===== src/sv/dges_pkg.sv =====
// ----------------------------------------------------------------------------
// dges_pkg
// shared types, constants and saturation helpers for the euler step block
// ----------------------------------------------------------------------------
package dges_pkg;

  localparam int QW = 32;
  localparam int UW = 31;
  localparam int DTW = 17;
  localparam int MW = 33;
  localparam int PW = 2 * MW;

  localparam logic signed [QW-1:0] COLLIDE_VY = -32'sd590;
  localparam logic [UW-1:0] INV_MASS_RST = 31'd65536;
  localparam logic signed [QW-1:0] GRAVITY_RST = -32'sd642253;
  localparam logic [UW-1:0] DRAG_RST = 31'd0;
  localparam logic [63:0] SQRT_BIT0 = 64'h4000_0000_0000_0000;

  typedef enum logic [1:0] {
    REG_INV_MASS = 2'd0,
    REG_GRAVITY  = 2'd1,
    REG_DRAG     = 2'd2,
    REG_NONE     = 2'd3
  } reg_idx_t;

  typedef enum logic [4:0] {
    OP_NONE,
    OP_LOAD,
    OP_CLR_SUM,
    OP_MUL_SQ,
    OP_ADD_SQ,
    OP_SQRT_INIT,
    OP_SQRT_STEP,
    OP_SAVE_LEN,
    OP_SAVE_SPEED,
    OP_MUL_P,
    OP_SAVE_P,
    OP_MUL_MAG,
    OP_SAVE_MAG,
    OP_MUL_DRAG,
    OP_DIV_INIT,
    OP_DIV_STEP,
    OP_SAVE_DRAG,
    OP_MUL_ACC,
    OP_SAVE_ACC,
    OP_MUL_DV,
    OP_ADD_VEL,
    OP_MUL_DS,
    OP_ADD_POS,
    OP_OUT
  } dp_op_t;

  typedef struct packed {
    dp_op_t     op;
    logic [1:0] lane;
  } dp_cmd_t;

  typedef struct packed {
    logic out_busy;
  } dp_stat_t;

  typedef enum logic [4:0] {
    ST_IDLE,
    ST_SQ_CLR,
    ST_SQ_MUL,
    ST_SQ_ADD,
    ST_SQRT_INIT,
    ST_SQRT_STEP,
    ST_SQRT_DONE,
    ST_P_MUL,
    ST_P_SAVE,
    ST_MAG_MUL,
    ST_MAG_SAVE,
    ST_DR_MUL,
    ST_DIV_INIT,
    ST_DIV_STEP,
    ST_DR_SAVE,
    ST_A_MUL,
    ST_A_SAVE,
    ST_DV_MUL,
    ST_V_ADD,
    ST_DS_MUL,
    ST_POS_ADD,
    ST_OUT
  } ctl_state_t;

  function automatic logic signed [QW-1:0] sat32_shr16(input logic signed [PW-1:0] p);
    logic signed [PW-17:0] s;
    s = p[PW-1:16];
    if (s[PW-17:QW-1] == '0 || s[PW-17:QW-1] == '1) begin
      return s[QW-1:0];
    end else if (s[PW-17]) begin
      return {1'b1, {(QW-1){1'b0}}};
    end else begin
      return {1'b0, {(QW-1){1'b1}}};
    end
  endfunction

  function automatic logic [UW-1:0] sat31_shr16(input logic signed [PW-1:0] p);
    if (p[PW-1:UW+16] != '0) begin
      return {UW{1'b1}};
    end else begin
      return p[UW+15:16];
    end
  endfunction

  function automatic logic signed [QW-1:0] sat32_add(input logic signed [QW-1:0] a,
                                                    input logic signed [QW-1:0] b);
    logic signed [QW:0] s;
    s = {a[QW-1], a} + {b[QW-1], b};
    if (s[QW] != s[QW-1]) begin
      return s[QW] ? {1'b1, {(QW-1){1'b0}}} : {1'b0, {(QW-1){1'b1}}};
    end else begin
      return s[QW-1:0];
    end
  endfunction

endpackage


===== src/sv/dges_ctrl.sv =====
// ----------------------------------------------------------------------------
// dges_ctrl
// sequencer that steps the shared multiplier, square root and divider
// ----------------------------------------------------------------------------
module dges_ctrl (
  input  logic              clk,
  input  logic              rst_n,
  input  logic              in_valid,
  input  logic              in_collision,
  output logic              in_ready,
  input  dges_pkg::dp_stat_t stat,
  output dges_pkg::dp_cmd_t  cmd
);
  import dges_pkg::*;

  ctl_state_t state_r, state_nxt;
  logic [1:0] lane_r, lane_nxt;
  logic [4:0] cnt_r, cnt_nxt;
  logic       phase_r, phase_nxt;

  always_ff @(posedge clk) begin
    if (!rst_n) begin
      state_r <= ST_IDLE;
      lane_r  <= '0;
      cnt_r   <= '0;
      phase_r <= 1'b0;
    end else begin
      state_r <= state_nxt;
      lane_r  <= lane_nxt;
      cnt_r   <= cnt_nxt;
      phase_r <= phase_nxt;
    end
  end

  always_comb begin
    state_nxt = state_r;
    lane_nxt  = lane_r;
    cnt_nxt   = cnt_r;
    phase_nxt = phase_r;
    cmd.op    = OP_NONE;
    cmd.lane  = lane_r;
    in_ready  = 1'b0;
    case (state_r)
      ST_IDLE: begin
        in_ready = 1'b1;
        if (in_valid) begin
          cmd.op   = OP_LOAD;
          lane_nxt = '0;
          if (in_collision) begin
            state_nxt = ST_A_MUL;
          end else begin
            phase_nxt = 1'b0;
            state_nxt = ST_SQ_CLR;
          end
        end
      end
      ST_SQ_CLR: begin
        cmd.op    = OP_CLR_SUM;
        lane_nxt  = '0;
        state_nxt = ST_SQ_MUL;
      end
      ST_SQ_MUL: begin
        cmd.op    = OP_MUL_SQ;
        state_nxt = ST_SQ_ADD;
      end
      ST_SQ_ADD: begin
        cmd.op = OP_ADD_SQ;
        if (lane_r == 2'd2) begin
          state_nxt = ST_SQRT_INIT;
        end else begin
          lane_nxt  = lane_r + 2'd1;
          state_nxt = ST_SQ_MUL;
        end
      end
      ST_SQRT_INIT: begin
        cmd.op    = OP_SQRT_INIT;
        cnt_nxt   = '0;
        state_nxt = ST_SQRT_STEP;
      end
      ST_SQRT_STEP: begin
        cmd.op  = OP_SQRT_STEP;
        cnt_nxt = cnt_r + 5'd1;
        if (cnt_r == '1) begin
          state_nxt = ST_SQRT_DONE;
        end
      end
      ST_SQRT_DONE: begin
        lane_nxt = '0;
        if (phase_r) begin
          cmd.op    = OP_SAVE_SPEED;
          state_nxt = ST_DS_MUL;
        end else begin
          cmd.op    = OP_SAVE_LEN;
          state_nxt = ST_P_MUL;
        end
      end
      ST_P_MUL: begin
        cmd.op    = OP_MUL_P;
        state_nxt = ST_P_SAVE;
      end
      ST_P_SAVE: begin
        cmd.op    = OP_SAVE_P;
        state_nxt = ST_MAG_MUL;
      end
      ST_MAG_MUL: begin
        cmd.op    = OP_MUL_MAG;
        state_nxt = ST_MAG_SAVE;
      end
      ST_MAG_SAVE: begin
        cmd.op    = OP_SAVE_MAG;
        lane_nxt  = '0;
        state_nxt = ST_DR_MUL;
      end
      ST_DR_MUL: begin
        cmd.op    = OP_MUL_DRAG;
        state_nxt = ST_DIV_INIT;
      end
      ST_DIV_INIT: begin
        cmd.op    = OP_DIV_INIT;
        cnt_nxt   = '0;
        state_nxt = ST_DIV_STEP;
      end
      ST_DIV_STEP: begin
        cmd.op  = OP_DIV_STEP;
        cnt_nxt = cnt_r + 5'd1;
        if (cnt_r == '1) begin
          state_nxt = ST_DR_SAVE;
        end
      end
      ST_DR_SAVE: begin
        cmd.op = OP_SAVE_DRAG;
        if (lane_r == 2'd2) begin
          lane_nxt  = '0;
          state_nxt = ST_A_MUL;
        end else begin
          lane_nxt  = lane_r + 2'd1;
          state_nxt = ST_DR_MUL;
        end
      end
      ST_A_MUL: begin
        cmd.op    = OP_MUL_ACC;
        state_nxt = ST_A_SAVE;
      end
      ST_A_SAVE: begin
        cmd.op    = OP_SAVE_ACC;
        state_nxt = ST_DV_MUL;
      end
      ST_DV_MUL: begin
        cmd.op    = OP_MUL_DV;
        state_nxt = ST_V_ADD;
      end
      ST_V_ADD: begin
        cmd.op = OP_ADD_VEL;
        if (lane_r == 2'd2) begin
          phase_nxt = 1'b1;
          state_nxt = ST_SQ_CLR;
        end else begin
          lane_nxt  = lane_r + 2'd1;
          state_nxt = ST_A_MUL;
        end
      end
      ST_DS_MUL: begin
        cmd.op    = OP_MUL_DS;
        state_nxt = ST_POS_ADD;
      end
      ST_POS_ADD: begin
        cmd.op = OP_ADD_POS;
        if (lane_r == 2'd2) begin
          state_nxt = ST_OUT;
        end else begin
          lane_nxt  = lane_r + 2'd1;
          state_nxt = ST_DS_MUL;
        end
      end
      ST_OUT: begin
        if (!stat.out_busy) begin
          cmd.op    = OP_OUT;
          state_nxt = ST_IDLE;
        end
      end
      default: begin
        state_nxt = ST_IDLE;
      end
    endcase
  end

endmodule


===== config.mk =====
export PLATFORM = sky130hd
export DESIGN_NAME = dges_ctrl
export DESIGN_NICKNAME = d
export VERILOG_FILES = /design/src/sv/dges_pkg.sv /design/src/sv/dges_ctrl.sv
export SDC_FILE = /design/constraint.sdc
export NUM_CORES = 1
export LEC_CHECK = 0
export BUFFER_PORTS_ARGS = -buffer_cell sky130_fd_sc_hd__buf_4
export CORE_MARGIN = 1.5
export CORE_UTILIZATION = 35
export CTS_CLUSTER_DIAMETER = 120
export DETAILED_ROUTE_END_ITERATION = 10
export PLACE_DENSITY = 0.57
export SLEW_MARGIN = 5
export SYNTH_ARGS = -nofsm -noshare
export SYNTH_HDL_FRONTEND = slang
export SYNTH_SLANG_ARGS = --single-unit

===== constraint.sdc =====
create_clock -name clk -period 2.87 [get_ports clk]
set_input_delay 0.1435 -clock clk [delete_from_list [all_inputs] [get_ports clk]]
set_output_delay 0.1435 -clock clk [all_outputs]
set_load 0.05 [all_outputs]

==> results.sh <==
export IMPL_htreeDepth=1
export IMPL_switching_share=0.561
export IMPL_yosys_cell_types_count=57
export IMPL_clkPwrFrac=0.095
export IMPL_via_per_inst=5.90
export IMPL_numClockSinks=13
export IMPL_required_ns=2.73
export IMPL_avgSynthCellArea_sq_um=7.76
export IMPL_path_class="register to output port"
export IMPL_cp_start_kind="register"
export IMPL_relSlewSlack=0.389
export IMPL_layout_commonest_cell="nand2_1"
export IMPL_initial_core_util=0.374
export IMPL_powerDensity_nw_per_um2=1260
export IMPL_synth_async_sr_flop_share=0
export IMPL_p_int_w=0.000787
export IMPL_insertion_delay_ns=0.25
export IMPL_status="completed"
export IMPL_synthFlopType="dfxtp_1"
export IMPL_synth_edff_count=0
export IMPL_gp_congestion=0.816
export IMPL_ctsLongestPathBuffers=2
export IMPL_antenna_found_initial=0
export IMPL_die_y_um=63.7
export IMPL_nets=183
export IMPL_postPlaceCellArea_sq_um=1380
export IMPL_synthesis_nets=176
export IMPL_fillCellCount=373
export IMPL_drive_above_1_share=0.145
export IMPL_path_max_fanout=19
export IMPL_postRouteAntennaNets=0
export IMPL_syn_inst=166
export IMPL_die_area_sq_um=4050
export IMPL_worstMarginPinSlew_ns=0.915
export IMPL_rsz0062_at_grt="false"
export IMPL_ctsResizeCount=0
export IMPL_dr_total_vias=1287
export IMPL_min_period_over_period=0.784
export IMPL_clock_fmax_mhz=444
export IMPL_layoutNonFillerInstCount=218
export IMPL_clockRootBuffer="clkbuf_8"
export IMPL_grt_usage=0.174
export IMPL_power_switching_w=0.00101
export IMPL_post_cts_buffers=0
export IMPL_portBuffers=12
export IMPL_maxCapViolCount=0
export IMPL_finalWirelength_um=3300
export IMPL_dp_cells=214
export IMPL_ys_seq_elements=13
export IMPL_first_pass_iters=4
export IMPL_drt_iter0_drc=75
export IMPL_pwr_share_seq=0.223
export IMPL_cts_made_buffers=3
export IMPL_gr_total_overflow=0
export IMPL_final_cell_mix="nand2_1, buf_4, dfxtp_1, a21oi_1"
export IMPL_fin_tns_setup_ns=0
export IMPL_grt_first_pass_wirelength_um=5600
export IMPL_power_total_w=0.00179
export IMPL_grt_pass1_vias=1194
export IMPL_vdd_ir_drop_max_uv=567
export IMPL_report_final_slew_viol_count=0
export IMPL_std_cell_rows=21
export IMPL_yosysSeqAreaShare=0.202
export IMPL_ys_warn_count=0
export IMPL_final_area_sq_um=1420
export IMPL_die_x_um=63.7
export IMPL_end_kind="output port"
export IMPL_min_path_type="input port to register"
export IMPL_reg2reg_slack_ns=0.90
export IMPL_cts_tree="built"
export IMPL_ios=13
export IMPL_min_period_ns=2.25
export IMPL_setup_violations=0
export IMPL_cts_hold_buf=0
export IMPL_path_clk_slew_ns=0.06
export IMPL_drc_errors=0
export IMPL_clock_skew_final_ns=0.00358
export IMPL_syn_to_final_growth_pct=10.5
export IMPL_wl_per_cell_um=15.1
export IMPL_hpwl_um=2340
export IMPL_share_comb_of_total_power=0.682
export IMPL_arrival_ns=2.11
export IMPL_hold_viol_final=0
export IMPL_n_antenna_cell=0
export IMPL_power_leakage_nw=0.552
export IMPL_grt_max_degree=28
export IMPL_synth_area_sq_um=1290
export IMPL_coreArea_sq_um=3440
-- cells in the mapped netlist, types with 2 or more instances --
master,n,area share
a21boi_0,5,0.029
a21oi_1,10,0.039
a221oi_1,2,0.014
a22oi_1,3,0.017
a31oi_1,2,0.0097
and2_1,2,0.0097
and3_1,2,0.0097
buf_2,4,0.016
buf_4,5,0.029
clkbuf_1,3,0.0087
dfxtp_1,13,0.20
ha_1,5,0.049
inv_1,7,0.020
mux2i_1,2,0.016
nand2_1,17,0.050
nand2b_1,3,0.015
nand3_1,5,0.019
nor2_1,9,0.026
nor2b_1,3,0.015
nor3_1,4,0.016
nor3b_1,6,0.035
nor4b_1,3,0.020
o2111ai_1,2,0.014
o21a_1,2,0.012
o21ai_0,9,0.035
o31ai_1,4,0.023
or2b_1,2,0.012
xnor2_1,3,0.020
-- final cells by class --
cell class | count | area, sq um | area share
Timing Repair Buffer | 15 | 113 | 0.0792
Multi-Input combinational cell | 133 | 921 | 0.647
Tap cell | 46 | 57.6 | 0.0405
Inverter | 7 | 26.3 | 0.0185
Sequential cell | 13 | 260 | 0.183
Clock buffer | 4 | 45.0 | 0.0317
-- final timing paths --
kind,start,endpoint,depth (start not counted)
worst max-delay path,state_r[1],cmd[3],5
worst min-delay path,in_valid,phase_r,2
worst max register to register,state_r[1],lane_r[0],4
worst min register to register,cnt_r[4],cnt_r[4],2
-- worst max-delay path, stage by stage, from the launching register on --
cell and delay (ns):
dfxtp_1 0.75, or2b_1 0.31, mux2_2 0.26, o32a_1 0.17, o32ai_1 0.12, buf_4 0.24
-- sequential cells by signal, indices dropped and copies added, names as in the netlist --
register	count
cnt_r	5
state_r	5
lane_r	2
phase_r	1
-- logic make-up (layout without fill, tap and decap cells) --
family | Yosys count | count (layout) | share of synthesized area
adder cells (fa/ha/maj) | 5 | 5 | 0.0486
AND/OR/NAND/NOR | 68 | 68 | 0.321
buffers and inverters | 20 | 26 | 0.0826
XOR/XNOR | 3 | 3 | 0.0204
multiplexers | 3 | 3 | 0.0243
flip-flops | 13 | 13 | 0.202
AO/OA/AOI/OAI | 54 | 54 | 0.301
-- per-layer routing --
layer  vias up  wire (um)  global-route usage
met3         9         90              0.0357
met1       629       1590               0.232
met4         0         91              0.0761
li1        629          -                   -
met2        20       1530               0.268
met5         -          0                   0
-- stage by stage --
step | hold slack [ns] | util | setup slack [ns]
after floorplan | 0.251 | - | 0.601
after global placement | 0.384 | 0.400 | 0.904
after detailed placement | 0.384 | 0.400 | 0.891
after CTS | 0.117 | 0.413 | 0.625
after global routing | 0.117 | 0.413 | 0.514
final | 0.122 | 0.413 | 0.619
-- power by group through the flow --
stage                     clock network, W  logic (W)  registers (W)
after global routing              0.000188    0.00132       0.000415
after floorplan                          0    0.00109       0.000273
after global placement                   0    0.00120       0.000396
after CTS                         0.000176    0.00122       0.000395
final                             0.000170    0.00122       0.000401
after detailed placement                 0    0.00122       0.000400
Note: power is estimated with default switching activity, not from simulation.
